`config.mk`:
```
export PLATFORM = sky130hd
export DESIGN_NAME = record_queue_with_reverse_and_sort_core_flat
export DESIGN_NICKNAME = d
export VERILOG_FILES = /design/src/rtl/rqrs_pkg.sv /design/src/rtl/rqrs_req_if.sv /design/src/rtl/rqrs_rsp_if.sv /design/src/rtl/rqrs_ram.sv /design/src/rtl/record_queue_with_reverse_and_sort_core.sv /design/src/flat_wrapper.sv
export SDC_FILE = /design/constraint.sdc
export NUM_CORES = 2
export LEC_CHECK = 0
export ABC_AREA = 0
export BUFFER_PORTS_ARGS = -buffer_cell sky130_fd_sc_hd__buf_2
export CORE_MARGIN = 1.5
export CORE_UTILIZATION = 38
export CTS_BUF_LIST = sky130_fd_sc_hd__clkbuf_2
export DETAILED_ROUTE_END_ITERATION = 7
export SYNTH_ARGS = -nofsm -noshare
export SYNTH_HDL_FRONTEND = slang
export SYNTH_SLANG_ARGS = --single-unit
export TNS_END_PERCENT = 10
```
`constraint.sdc`:
```
create_clock -name i_clk -period 9.7 [get_ports i_clk]
set_clock_uncertainty 0.1 [all_clocks]
set_input_delay 0 -clock i_clk [delete_from_list [all_inputs] [get_ports i_clk]]
set_output_delay 0 -clock i_clk [all_outputs]
set_load 0.01 [all_outputs]
```
`src/rtl/rqrs_pkg.sv`:
```
// shared constants, request and status codes, pointer helpers for the record queue
package rqrs_pkg;

    localparam int DEPTH        = 16;
    localparam int PAYLOAD_BITS = 64;
    localparam int KEY_BITS     = 32;
    localparam int PTR_W        = $clog2(DEPTH);
    localparam int CNT_W        = $clog2(DEPTH + 1);
    localparam int REC_W        = KEY_BITS + PAYLOAD_BITS;

    // request codes
    localparam logic [2:0] REQ_ENQ      = 3'd0;
    localparam logic [2:0] REQ_INS_HEAD = 3'd1;
    localparam logic [2:0] REQ_DEQ      = 3'd2;
    localparam logic [2:0] REQ_PEEK     = 3'd3;
    localparam logic [2:0] REQ_REV      = 3'd4;
    localparam logic [2:0] REQ_SORT     = 3'd5;

    // status codes
    localparam logic [1:0] ST_OK    = 2'd0;
    localparam logic [1:0] ST_EMPTY = 2'd1;
    localparam logic [1:0] ST_FULL  = 2'd2;

    // circular add, both operands below DEPTH
    function automatic logic [PTR_W-1:0] ptr_add(input logic [PTR_W-1:0] a,
                                                  input logic [PTR_W-1:0] b);
        logic [PTR_W:0] s;
        s = {1'b0, a} + {1'b0, b};
        if (s >= (PTR_W + 1)'(DEPTH)) begin
            s = s - (PTR_W + 1)'(DEPTH);
        end
        return s[PTR_W-1:0];
    endfunction

    function automatic logic [PTR_W-1:0] ptr_dec(input logic [PTR_W-1:0] p);
        logic [PTR_W-1:0] r;
        if (p == '0) begin
            r = PTR_W'(DEPTH - 1);
        end else begin
            r = p - PTR_W'(1);
        end
        return r;
    endfunction

endpackage

```
`src/rtl/rqrs_req_if.sv`:
```
// request channel: valid/ready handshake with request type, key and payload
interface rqrs_req_if;
    logic               valid;
    logic               ready;
    logic        [2:0]  req_type;
    logic signed [31:0] key;
    logic        [63:0] payload;

    modport source (output valid, output req_type, output key, output payload, input ready);
    modport sink   (input valid, input req_type, input key, input payload, output ready);
endinterface

```
`src/rtl/rqrs_rsp_if.sv`:
```
// response channel: valid/ready handshake with status, count and head entry
interface rqrs_rsp_if;
    logic               valid;
    logic               ready;
    logic        [1:0]  status;
    logic        [4:0]  entry_count;
    logic               head_valid;
    logic signed [31:0] head_key;
    logic        [63:0] head_payload;

    modport source (output valid, output status, output entry_count, output head_valid,
                    output head_key, output head_payload, input ready);
    modport sink   (input valid, input status, input entry_count, input head_valid,
                    input head_key, input head_payload, output ready);
endinterface

```
`src/rtl/rqrs_ram.sv`:
```
// generic simple dual-port ram, one write and one registered read per cycle
module rqrs_ram #(
    parameter int WIDTH = 8,
    parameter int DEPTH = 16
) (
    input  logic                     i_clk,
    input  logic                     i_we,
    input  logic [$clog2(DEPTH)-1:0] i_waddr,
    input  logic [WIDTH-1:0]         i_wdata,
    input  logic                     i_re,
    input  logic [$clog2(DEPTH)-1:0] i_raddr,
    output logic [WIDTH-1:0]         o_rdata
);

    logic [WIDTH-1:0] r_mem [DEPTH];
    logic [WIDTH-1:0] r_rdata;

    always_ff @(posedge i_clk) begin
        if (i_we) begin
            r_mem[i_waddr] <= i_wdata;
        end
        if (i_re) begin
            r_rdata <= r_mem[i_raddr];
        end
    end

    assign o_rdata = r_rdata;

endmodule

```
`src/rtl/record_queue_with_reverse_and_sort_core.sv`:
```
// top level of the bounded double-ended record queue with reverse and sort
//
// Bounded double-ended queue of records (signed 32-bit key plus payload) held in one
// record memory with a registered read port. A request is taken only while the block
// is idle; every request gives exactly one response with status, entry count and the
// head record after the operation. Enqueue, head insert, dequeue, peek and reverse pass
// through the update at acceptance, the head read and the response register, and take the
// next request once back in idle; the block accepts the next request while an earlier
// response still waits in the output register. Reverse only flips a direction flag. Sort
// runs on the single memory read port: with n entries a reversed queue is first put back
// in normal order one swapped pair at a time (read low, read high, write low, write high),
// then a stable bubble sort runs passes until a pass makes no swap (at most n passes),
// then the head is read and the response is issued. The memory needs no clearing pass
// after reset: only entries inside the held range are ever used.
module record_queue_with_reverse_and_sort_core (
    input  logic              i_clk,
    input  logic              i_rst_n,
    rqrs_req_if.sink          i_req,
    rqrs_rsp_if.source        o_rsp
);

    localparam int PTR_W = rqrs_pkg::PTR_W;
    localparam int CNT_W = rqrs_pkg::CNT_W;
    localparam int REC_W = rqrs_pkg::REC_W;
    localparam int KEY_BITS = rqrs_pkg::KEY_BITS;
    localparam int PAYLOAD_BITS = rqrs_pkg::PAYLOAD_BITS;

    typedef enum logic [11:0] {
        S_IDLE       = 12'b0000_0000_0001,
        S_HEAD       = 12'b0000_0000_0010,
        S_DONE       = 12'b0000_0000_0100,
        S_REV_RD_LO  = 12'b0000_0000_1000,
        S_REV_RD_HI  = 12'b0000_0001_0000,
        S_REV_WR_LO  = 12'b0000_0010_0000,
        S_REV_WR_HI  = 12'b0000_0100_0000,
        S_SORT_LOAD  = 12'b0000_1000_0000,
        S_SORT_FIRST = 12'b0001_0000_0000,
        S_SORT_RD    = 12'b0010_0000_0000,
        S_SORT_CMP   = 12'b0100_0000_0000,
        S_SORT_LAST  = 12'b1000_0000_0000
    } t_state;

    // control state
    t_state            r_state,   n_state;
    logic [PTR_W-1:0]  r_head,    n_head;
    logic [PTR_W-1:0]  r_tail,    n_tail;
    logic [CNT_W-1:0]  r_count,   n_count;
    logic              r_rev,     n_rev;
    logic [1:0]        r_status,  n_status;
    logic              r_swapped, n_swapped;
    logic [PTR_W-1:0]  r_idx,     n_idx;
    logic [PTR_W-1:0]  r_hi,      n_hi;
    // record carried through the swap and bubble passes
    logic [REC_W-1:0]  r_hold,    n_hold;

    // response register
    logic                    r_out_valid;
    logic [1:0]              r_out_status;
    logic [4:0]              r_out_count;
    logic                    r_out_hvalid;
    logic signed [KEY_BITS-1:0] r_out_key;
    logic [63:0]             r_out_payload;

    // memory port
    logic              w_we;
    logic [PTR_W-1:0]  w_waddr;
    logic [REC_W-1:0]  w_wdata;
    logic              w_re;
    logic [PTR_W-1:0]  w_raddr;
    logic [REC_W-1:0]  w_rdata;

    logic              w_acc;
    logic              w_full;
    logic              w_empty;
    logic              w_at_back;
    logic              w_gt;
    logic              w_load;
    logic [PTR_W-1:0]  w_last;
    logic [REC_W-1:0]  w_in_rec;

    rqrs_ram #(
        .WIDTH (REC_W),
        .DEPTH (rqrs_pkg::DEPTH)
    ) u_store (
        .i_clk   (i_clk),
        .i_we    (w_we),
        .i_waddr (w_waddr),
        .i_wdata (w_wdata),
        .i_re    (w_re),
        .i_raddr (w_raddr),
        .o_rdata (w_rdata)
    );

    assign i_req.ready = (r_state == S_IDLE);
    assign w_acc       = i_req.valid && (r_state == S_IDLE);
    assign w_full      = (r_count == CNT_W'(rqrs_pkg::DEPTH));
    assign w_empty     = (r_count == '0);
    // logical tail is the physical back unless the order is flipped
    assign w_at_back   = (i_req.req_type == rqrs_pkg::REQ_ENQ) != r_rev;
    assign w_last      = PTR_W'(r_count - CNT_W'(1));
    assign w_in_rec    = {i_req.key, i_req.payload[PAYLOAD_BITS-1:0]};
    // strict greater-than keeps equal keys in order
    assign w_gt        = $signed(r_hold[REC_W-1 -: KEY_BITS])
                         > $signed(w_rdata[REC_W-1 -: KEY_BITS]);
    assign w_load      = (r_state == S_DONE) && (!r_out_valid || o_rsp.ready);

    always_comb begin
        n_state   = r_state;
        n_head    = r_head;
        n_tail    = r_tail;
        n_count   = r_count;
        n_rev     = r_rev;
        n_status  = r_status;
        n_swapped = r_swapped;
        n_idx     = r_idx;
        n_hi      = r_hi;
        n_hold    = r_hold;
        w_we      = 1'b0;
        w_waddr   = r_tail;
        w_wdata   = w_in_rec;
        w_re      = 1'b0;
        w_raddr   = r_head;

        case (r_state)
            S_IDLE: begin
                if (w_acc) begin
                    n_status = rqrs_pkg::ST_OK;
                    n_state  = S_HEAD;
                    case (i_req.req_type)
                        rqrs_pkg::REQ_ENQ, rqrs_pkg::REQ_INS_HEAD: begin
                            if (w_full) begin
                                n_status = rqrs_pkg::ST_FULL;
                            end else begin
                                w_we    = 1'b1;
                                n_count = r_count + CNT_W'(1);
                                if (w_at_back) begin
                                    w_waddr = r_tail;
                                    n_tail  = rqrs_pkg::ptr_add(r_tail, PTR_W'(1));
                                end else begin
                                    w_waddr = rqrs_pkg::ptr_dec(r_head);
                                    n_head  = rqrs_pkg::ptr_dec(r_head);
                                end
                            end
                        end
                        rqrs_pkg::REQ_DEQ: begin
                            if (w_empty) begin
                                n_status = rqrs_pkg::ST_EMPTY;
                            end else begin
                                n_count = r_count - CNT_W'(1);
                                if (!r_rev) begin
                                    n_head = rqrs_pkg::ptr_add(r_head, PTR_W'(1));
                                end else begin
                                    n_tail = rqrs_pkg::ptr_dec(r_tail);
                                end
                            end
                        end
                        rqrs_pkg::REQ_PEEK: begin
                            if (w_empty) begin
                                n_status = rqrs_pkg::ST_EMPTY;
                            end
                        end
                        rqrs_pkg::REQ_REV: begin
                            if (w_empty) begin
                                n_status = rqrs_pkg::ST_EMPTY;
                            end else begin
                                n_rev = !r_rev;
                            end
                        end
                        rqrs_pkg::REQ_SORT: begin
                            if (w_empty) begin
                                n_status = rqrs_pkg::ST_EMPTY;
                            end else if (r_count == CNT_W'(1)) begin
                                n_rev = 1'b0;
                            end else if (r_rev) begin
                                // restore normal physical order before sorting
                                n_idx   = '0;
                                n_hi    = w_last;
                                n_state = S_REV_RD_LO;
                            end else begin
                                n_state = S_SORT_LOAD;
                            end
                        end
                        default: begin
                            // unused codes leave the queue alone
                        end
                    endcase
                end
            end

            S_HEAD: begin
                w_re    = 1'b1;
                w_raddr = r_rev ? rqrs_pkg::ptr_dec(r_tail) : r_head;
                n_state = S_DONE;
            end

            S_DONE: begin
                if (w_load) begin
                    n_state = S_IDLE;
                end
            end

            S_REV_RD_LO: begin
                w_re    = 1'b1;
                w_raddr = rqrs_pkg::ptr_add(r_head, r_idx);
                n_state = S_REV_RD_HI;
            end

            S_REV_RD_HI: begin
                n_hold  = w_rdata;
                w_re    = 1'b1;
                w_raddr = rqrs_pkg::ptr_add(r_head, r_hi);
                n_state = S_REV_WR_LO;
            end

            S_REV_WR_LO: begin
                w_we    = 1'b1;
                w_waddr = rqrs_pkg::ptr_add(r_head, r_idx);
                w_wdata = w_rdata;
                n_state = S_REV_WR_HI;
            end

            S_REV_WR_HI: begin
                w_we    = 1'b1;
                w_waddr = rqrs_pkg::ptr_add(r_head, r_hi);
                w_wdata = r_hold;
                n_idx   = r_idx + PTR_W'(1);
                n_hi    = r_hi - PTR_W'(1);
                if ((r_idx + PTR_W'(1)) < (r_hi - PTR_W'(1))) begin
                    n_state = S_REV_RD_LO;
                end else begin
                    n_rev   = 1'b0;
                    n_state = S_SORT_LOAD;
                end
            end

            S_SORT_LOAD: begin
                w_re      = 1'b1;
                w_raddr   = r_head;
                n_swapped = 1'b0;
                n_state   = S_SORT_FIRST;
            end

            S_SORT_FIRST: begin
                n_hold  = w_rdata;
                n_idx   = PTR_W'(1);
                n_state = S_SORT_RD;
            end

            S_SORT_RD: begin
                w_re    = 1'b1;
                w_raddr = rqrs_pkg::ptr_add(r_head, r_idx);
                n_state = S_SORT_CMP;
            end

            S_SORT_CMP: begin
                // smaller of the pair settles one place back, larger bubbles on
                w_we    = 1'b1;
                w_waddr = rqrs_pkg::ptr_add(r_head, r_idx - PTR_W'(1));
                if (w_gt) begin
                    w_wdata   = w_rdata;
                    n_swapped = 1'b1;
                end else begin
                    w_wdata = r_hold;
                    n_hold  = w_rdata;
                end
                if (r_idx == w_last) begin
                    n_state = S_SORT_LAST;
                end else begin
                    n_idx   = r_idx + PTR_W'(1);
                    n_state = S_SORT_RD;
                end
            end

            S_SORT_LAST: begin
                w_we    = 1'b1;
                w_waddr = rqrs_pkg::ptr_add(r_head, w_last);
                w_wdata = r_hold;
                n_rev   = 1'b0;
                n_state = r_swapped ? S_SORT_LOAD : S_HEAD;
            end

            default: begin
                n_state = S_IDLE;
            end
        endcase
    end

    always_ff @(posedge i_clk) begin
        if (!i_rst_n) begin
            r_state     <= S_IDLE;
            r_head      <= '0;
            r_tail      <= '0;
            r_count     <= '0;
            r_rev       <= 1'b0;
            r_status    <= rqrs_pkg::ST_OK;
            r_swapped   <= 1'b0;
            r_idx       <= '0;
            r_hi        <= '0;
            r_out_valid <= 1'b0;
        end else begin
            r_state   <= n_state;
            r_head    <= n_head;
            r_tail    <= n_tail;
            r_count   <= n_count;
            r_rev     <= n_rev;
            r_status  <= n_status;
            r_swapped <= n_swapped;
            r_idx     <= n_idx;
            r_hi      <= n_hi;
            if (w_load) begin
                r_out_valid <= 1'b1;
            end else if (o_rsp.ready) begin
                r_out_valid <= 1'b0;
            end
        end
    end

    // payload registers, no reset
    always_ff @(posedge i_clk) begin
        r_hold <= n_hold;
        if (w_load) begin
            r_out_status <= r_status;
            r_out_count  <= 5'(r_count);
            r_out_hvalid <= !w_empty;
            if (w_empty) begin
                r_out_key     <= '0;
                r_out_payload <= '0;
            end else begin
                r_out_key     <= $signed(w_rdata[REC_W-1 -: KEY_BITS]);
                r_out_payload <= 64'(w_rdata[PAYLOAD_BITS-1:0]);
            end
        end
    end

    assign o_rsp.valid        = r_out_valid;
    assign o_rsp.status       = r_out_status;
    assign o_rsp.entry_count  = r_out_count;
    assign o_rsp.head_valid   = r_out_hvalid;
    assign o_rsp.head_key     = r_out_key;
    assign o_rsp.head_payload = r_out_payload;

`ifndef SYNTHESIS
    // pointers and count stay consistent around the ring
    a_ring_consistent: assert property (@(posedge i_clk) disable iff (!i_rst_n)
        (r_count < CNT_W'(rqrs_pkg::DEPTH))
            |-> (rqrs_pkg::ptr_add(r_head, PTR_W'(r_count)) == r_tail))
        else $error("head, tail and count out of step");

    // count and head only move on an accepted transaction
    a_busy_stable: assert property (@(posedge i_clk) disable iff (!i_rst_n)
        (r_state != S_IDLE) |=> ($stable(r_count) && $stable(r_head)))
        else $error("queue pointers moved while busy");

    // the bubble pass only runs with at least two entries
    a_sort_two: assert property (@(posedge i_clk) disable iff (!i_rst_n)
        (r_state == S_SORT_CMP) |-> (r_count >= CNT_W'(2)))
        else $error("sort compare with fewer than two entries");

    // a response only appears from the result state
    a_rsp_source: assert property (@(posedge i_clk) disable iff (!i_rst_n)
        $rose(r_out_valid) |-> ($past(r_state) == S_DONE))
        else $error("response raised outside result state");
`endif

endmodule
```
`src/flat_wrapper.sv`:
```
// flat-port wrapper written by rule: the top's interface ports become plain ports
module record_queue_with_reverse_and_sort_core_flat 
  (i_clk, i_rst_n, i_req_valid, i_req_req_type, i_req_key, i_req_payload, i_req_ready, o_rsp_valid, o_rsp_status, o_rsp_entry_count, o_rsp_head_valid, o_rsp_head_key, o_rsp_head_payload, o_rsp_ready);
  rqrs_req_if i_req_i ();
  rqrs_rsp_if o_rsp_i ();
  input  logic i_clk;
  input  logic i_rst_n;
  input wire logic [$bits(i_req_i.valid)-1:0] i_req_valid;
  input wire logic [$bits(i_req_i.req_type)-1:0] i_req_req_type;
  input wire logic [$bits(i_req_i.key)-1:0] i_req_key;
  input wire logic [$bits(i_req_i.payload)-1:0] i_req_payload;
  output wire logic [$bits(i_req_i.ready)-1:0] i_req_ready;
  output wire logic [$bits(o_rsp_i.valid)-1:0] o_rsp_valid;
  output wire logic [$bits(o_rsp_i.status)-1:0] o_rsp_status;
  output wire logic [$bits(o_rsp_i.entry_count)-1:0] o_rsp_entry_count;
  output wire logic [$bits(o_rsp_i.head_valid)-1:0] o_rsp_head_valid;
  output wire logic [$bits(o_rsp_i.head_key)-1:0] o_rsp_head_key;
  output wire logic [$bits(o_rsp_i.head_payload)-1:0] o_rsp_head_payload;
  input wire logic [$bits(o_rsp_i.ready)-1:0] o_rsp_ready;
  assign i_req_i.valid = i_req_valid;
  assign i_req_i.req_type = i_req_req_type;
  assign i_req_i.key = i_req_key;
  assign i_req_i.payload = i_req_payload;
  assign i_req_ready = i_req_i.ready;
  assign o_rsp_valid = o_rsp_i.valid;
  assign o_rsp_status = o_rsp_i.status;
  assign o_rsp_entry_count = o_rsp_i.entry_count;
  assign o_rsp_head_valid = o_rsp_i.head_valid;
  assign o_rsp_head_key = o_rsp_i.head_key;
  assign o_rsp_head_payload = o_rsp_i.head_payload;
  assign o_rsp_i.ready = o_rsp_ready;
  record_queue_with_reverse_and_sort_core u_core (.i_clk(i_clk), .i_rst_n(i_rst_n), .i_req(i_req_i), .o_rsp(o_rsp_i));
endmodule
```
# Word level (Yosys, flattened, before mapping)
# Memories as Yosys holds them, arrays and structs flattened. A register that Yosys moved wholly into a read port is not among the register bits.
# Cells that the tools add are included.
dict set report totals {
  ff_bits 238
  latchBits 0
  ramBits 1536
  mem_bits_ro 0
  inputBits 103
  out_inout_bits 106
  elab_cells 195
  n_memories 1
}
dict set report classes {
  n_addsub 19
  multipliers 0
  div 0
  magnitude_cmp 8
  eq_ne 41
  shift 0
  mux 76
  bitwise 0
  reduce_logical 34
}
# name depth width rd rd_ports_with_merged_regs wr line
set mem_list {}
lappend mem_list {u_core.u_store.r_mem 16 96 1 1 1 rqrs_ram.sv:15} ;# logic [WIDTH-1:0] r_mem [DEPTH];
# op n
set op_table {}
lappend op_table {{$pmux W96 S3} 1}
lappend op_table {{$mux W96} 2}
lappend op_table {{$pmux W96 S2} 1}
lappend op_table {{$pmux W12 S12} 1}
lappend op_table {{$mux W4} 32}
lappend op_table {{$mux W12} 6}
lappend op_table {{$sub A4 B1 Y4 const B} 10}
lappend op_table {{$gt A32 B32 Y1} 1}
lappend op_table {{$ge A5 B5 Y1 const B} 6}
lappend op_table {{$reduce_and A7 Y1} 4}
lappend op_table {{$mux W8} 3}
lappend op_table {{$pmux W4 S2} 3}
lappend op_table {{$add A4 B4 Y5} 4}
lappend op_table {{$pmux W4 S5} 1}
lappend op_table {{$ne A2 B2 Y1 const B} 9}
lappend op_table {{$pmux W4 S4} 1}
lappend op_table {{$mux W1} 15}
lappend op_table {{$ne A2 B1 Y1 const B} 7}
lappend op_table {{$eq A12 B1 Y1 const B} 1}
lappend op_table {{$eq A12 B10 Y1 const B} 1}
lappend op_table {{$eq A12 B11 Y1 const B} 1}
lappend op_table {{$eq A12 B12 Y1 const B} 1}
lappend op_table {{$eq A12 B2 Y1 const B} 1}
lappend op_table {{$eq A12 B3 Y1 const B} 1}
lappend op_table {{other kinds (43)} 65}

# Longest topological paths before layout
dict set report logic_depth {
  word_depth 7
  mapped_depth 15
  ltp_nobuf 14
}

# By module
# A second synthesis with hierarchy kept.
dict set report unflattened {
  cells_unflattened 3519
  hier_area_um2 72814.8
}
# module n_inst cells_each area_per_inst_um2 seq_area_each_um2
set modules_own_cells {}
lappend modules_own_cells {rqrs_ram 1 2460 60316.6 49007.0}
lappend modules_own_cells {record_queue_with_reverse_and_sort_core 1 1059 12498.2 6766.5}

# Least setup slack after synthesis
# Ideal clock, no wire load.
dict set report synth_path {
  path_kind {flip-flop to flip-flop}
  startpoint {register u_core.r_state[0]}
  endpoint {memory u_core.u_store.r_mem[5][0] in the netlist's numbering (enable)}
  setup_time_ns 0.552
  arrival_ns 7.326
  required_time_ns 9.048
  path_slack_ns 1.722
  stages_incl_launch_ff 15
  path_buffers 1
  period_less_slack_ns 7.978
  path_cell_list {dfxtp_1 > buf_2 > or4_1 > nor2_1 > nand3_1 > mux2i_1 > ha_1 > a21o_1 > a21oi_1 > xnor2_1 > xnor2_1 > o221a_2 > o221ai_1 > or2_2 > nor2_1}
}
dict set report synth_between {
  elab_chain_len 6
  elab_cells_between_ends 13
  classes_between {eq/ne: 5; mux: 6; reduce/logical: 2}
}
# element line
set synth_lines {}
lappend synth_lines {{start, declared} record_queue_with_reverse_and_sort_core.sv:44} ;# t_state r_state, n_state;
lappend synth_lines {{start signal, assigned} record_queue_with_reverse_and_sort_core.sv:301} ;# r_state <= n_state;
lappend synth_lines {{$eq A12 B1 Y1} {record_queue_with_reverse_and_sort_core.sv:95, record_queue_with_reverse_and_sort_core.sv:124}}
lappend synth_lines {{$logic_and A1 B1 Y1} record_queue_with_reverse_and_sort_core.sv:95} ;# assign w_acc = i_req.valid && (r_state == S_IDLE);
lappend synth_lines {{$mux W1} record_queue_with_reverse_and_sort_core.sv:126} ;# if (w_acc) begin
lappend synth_lines {{$pmux W1 S2} record_queue_with_reverse_and_sort_core.sv:124} ;# case (r_state)
lappend synth_lines {{$mux W1} rqrs_ram.sv:19} ;# if (i_we) begin
lappend synth_lines {{$mux W1 (not written as such)} rqrs_ram.sv:20} ;# r_mem[i_waddr] <= i_wdata;
lappend synth_lines {{end, declared} rqrs_ram.sv:15}
# Parallel ways exist; a longest one is shown, timed or not.

# Worst setup path after layout
dict set report layout_path {
  startpoint {register u_core.r_state[0]}
  endpoint {memory u_core.u_store.r_mem[5][91] in the netlist's numbering (enable)}
}
# The elaborated chain is that of the path after synthesis.

==> impl_metrics.json <==
{
  "cellPowerDensity_nw_per_um2": 186,
  "hp-class": "input port to flip-flop",
  "place.port_buffers": 208,
  "r2r_start": "u_core.r_state[0]",
  "dp_cells": 7818,
  "final-instance-count-excl-fill": 8927,
  "dp_hpwl_um": 99800,
  "drt_iter0_markers": 4474,
  "multi_input_comb_area_um2": 19000,
  "min_to": "u_core.r_state[8]",
  "ir_worst_vdd_mv": 0.153,
  "overflow": 0,
  "cpMostUsedCell": "xnor2_1",
  "synth_area_leaders": "edfxtp_1, nand2_1, mux2i_1, a211oi_1, a31oi_1",
  "final_common_cell": "edfxtp_1",
  "setup.worst_path.class": "flip-flop to flip-flop",
  "synth_edf_count": 1832,
  "fmax_ghz": 0.157,
  "crit_path_start_kind": "flip-flop",
  "worst_r2r_path_depth": 14,
  "synthFlopType": "edfxtp_1",
  "seq_area_um2": 55800,
  "route.vias.total": 48600,
  "ys_seq_area_share_pct": 73.0,
  "cts_buffers": 452,
  "syn_area_per_cell_um2": 14.5,
  "layout.nets": 6103,
  "layout_common_cells": "edfxtp_1, nand2_1, clkbuf_2, a31oi_1",
  "ys_warn_count": 0,
  "required_ps": 11010,
  "clock_latency_ps": 1930,
  "synthArstFlopShare_pct": 0,
  "setup_tns_ps": 0,
  "wirelength_um": 210000,
  "clockBufferDepth": 4,
  "ys_ff_latch": 1870,
  "cts_tree": "done",
  "drive_gt1_share_pct": 15.8,
  "grt_max_degree": 194,
  "drcViolationCount": 42,
  "placeableCoreArea_um2": 200000,
  "die_height_um": 451,
  "dieArea_um2": 204000,
  "htreeDepth": 5,
  "syn_inst": 5287,
  "avgViaCountPerCell": 5.45,
  "hold_viol": 0,
  "timing.critical_path.slowest_stage_cell": "nor2_4",
  "drv_cap": 0,
  "rsz0062_at_grt": "false",
  "ctsResizeCount": 0,
  "reg2reg_slack_ps": 3340,
  "first_global_vias": 48900,
  "critPathArrivalTime_ps": 7670,
  "synth_area_um2": 76400,
  "grt_first_pass_wirelength_um": 309000,
  "num-fill-cells": 18200,
  "violations": "design-rule violations",
  "path_cells": "or4_1 > nor2_1 > nand3_1 > mux2i_1 > ha_1 > a21o_1 > a21oi_1 > xnor2_1 > xnor2_1 > o221a_2 > o221ai_1 > or2_2 > nor2_4 > buf_4",
  "synth_nets": 5448,
  "synth_top_area_cell": "edfxtp_1",
  "critical_path.endpoint_type": "flip-flop",
  "die_x_um": 451,
  "critPathMaxStageDelay_ps": 860,
  "cts_setup_buffers": 0,
  "ant_nets": 0,
  "gp_congestion": 0.860,
  "io_pins": 209,
  "grt_use_total_pct": 20.1,
  "cts_root_buffer": "clkbuf_2",
  "r2r-end": "u_core.u_store.r_mem[5][91]",
  "status": "finished, violations left",
  "rows": 164,
  "start_util_pct": 38.2,
  "area_growth_pct": 14.1,
  "min_path_cells": 7,
  "hold_start": "o_rsp_ready",
  "worst-path-max-fanout": 45,
  "antenna_found_initial": 8,
  "ys_types": 68,
  "wl_per_cell_um": 23.5,
  "period_share_pct": 65.5,
  "cts.sinks": 1870,
  "synth_top_area_share_pct": 72.0,
  "slew_violations": 0,
  "clkTransAtPathRegs_ps": 110,
  "tightest_slew_ps": 1280,
  "drt-pass1-iter-count": 8,
  "slew_headroom_pct": 14.6,
  "finalSetupViolations": 0,
  "min_period_ps": 6360,
  "power_leakage_nw": 31.3
}
==> per-layer routing <==
layer  vias up  share of wire [%]  GRT usage, %
met5         -                  0             0
met4         0                3.2          8.25
met3       364                6.5          3.87
met2      1864                 49          33.5
met1     24400                 41          25.8
li1      22000                  -             -
==> through the flow <==
step           instance area (um^2)  power (mW)  hold slack [ps]  util [%]  worst slack, ps
6_report                      87200        16.2              253      43.6             3340
5_1_grt                       87200        16.9              200      43.6             3120
4_1_cts                       87200        16.4             9.09      43.6             3430
3_5_place_dp                  80100        11.4              212      40.1             3510
3_3_place_gp                  80100        11.3              249      40.1             3560
2_1_floorplan                 76400        10.7            -23.8         -             1720
==> repair_timing <==
item | in CTS | in global routing
hold buffers | 326 | 0
hold endpoints to repair | 3214 | 0
endpoints found under the setup margin | 0 | 0
==> worst max-delay path: cells and delay by family (launching register included) <==
kind | cells | cell delay (ps)
AO/OA/AOI/OAI | 4 | 820
AND/OR/NAND/NOR | 5 | 2700
adder cells (fa/ha/maj) | 1 | 270
flip-flops | 1 | 420
multiplexers | 1 | 340
buffers and inverters | 1 | 830
XOR/XNOR | 2 | 390
==> state kept, by name (all words and copies together) (netlist names), 2 cells and up <==
register / flops
u_core.u_store.r_mem: 1536
u_core.r_head: 4
u_core.r_hold: 96
u_core.r_count: 5
u_core.u_store.o_rdata: 96
u_core.o_rsp.head_payload: 64
u_core.o_rsp.head_key: 32
u_core.r_hi: 4
u_core.r_idx: 4
u_core.o_rsp.status: 2
u_core.r_status: 2
u_core.o_rsp.entry_count: 5
u_core.r_state: 12
u_core.r_tail: 4
==> area by class of cell <==
type / instances / area share [%]
clock inverters: 132 / 0.653
repair buffers: 599 / 5.81
flip-flops and latches: 1870 / 64.0
diodes: 5 / 0.0143
inverters: 56 / 0.241
multi-input cells: 2963 / 21.8
clock buffers: 646 / 3.71
well taps: 2656 / 3.81
==> Yosys cell counts, drive strengths merged, types with 19 or more instances <==
library cell,number
edfxtp,1832
nand2,813
a31oi,388
and3,387
a211oi,386
mux2i,294
clkbuf,242
buf,156
a21o,107
nor2,98
a22o,96
nor2b,69
inv,56
ha,55
a21oi,43
dfxtp,38
o21ai,27
nand3,26
xnor2,20
nor3,19
==> worst max-delay path by stage <==
stage | startpoint | end | slack [ps]
after floorplan | u_core.r_state[0] | u_core.u_store.r_mem[5][0] | 1720
after global routing | u_core.r_state[0] | u_core.u_store.r_mem[5][91] | 3120
after CTS | u_core.r_state[0] | u_core.u_store.r_mem[5][91] | 3430
final | u_core.r_state[0] | u_core.u_store.r_mem[5][91] | 3340
after global placement | u_core.r_state[0] | u_core.u_store.r_mem[5][11] | 3560
after detailed placement | u_core.r_state[0] | u_core.u_store.r_mem[5][6] | 3510
==> cell families after synthesis <==
kind of cell               share of synthesized area [%]
DFF                                                 73.0
and+or+nand+nor                                     9.19
AOI/OAI and AO/OA                                   10.1
buffers and inverters                               2.47
muxes                                               3.88
adders and majority gates                          0.979
xor gates and xnor gates                           0.413
==> power breakdown <==
group / leakage [nW] / switching (mW) / internal (mW)
clock network: 2.95 / 3.08 / 1.83
logic: 11.5 / 1.43 / 0.786
registers: 16.8 / 0.0664 / 9.02
No activity file was read; power rests on OpenSTA's default activity.
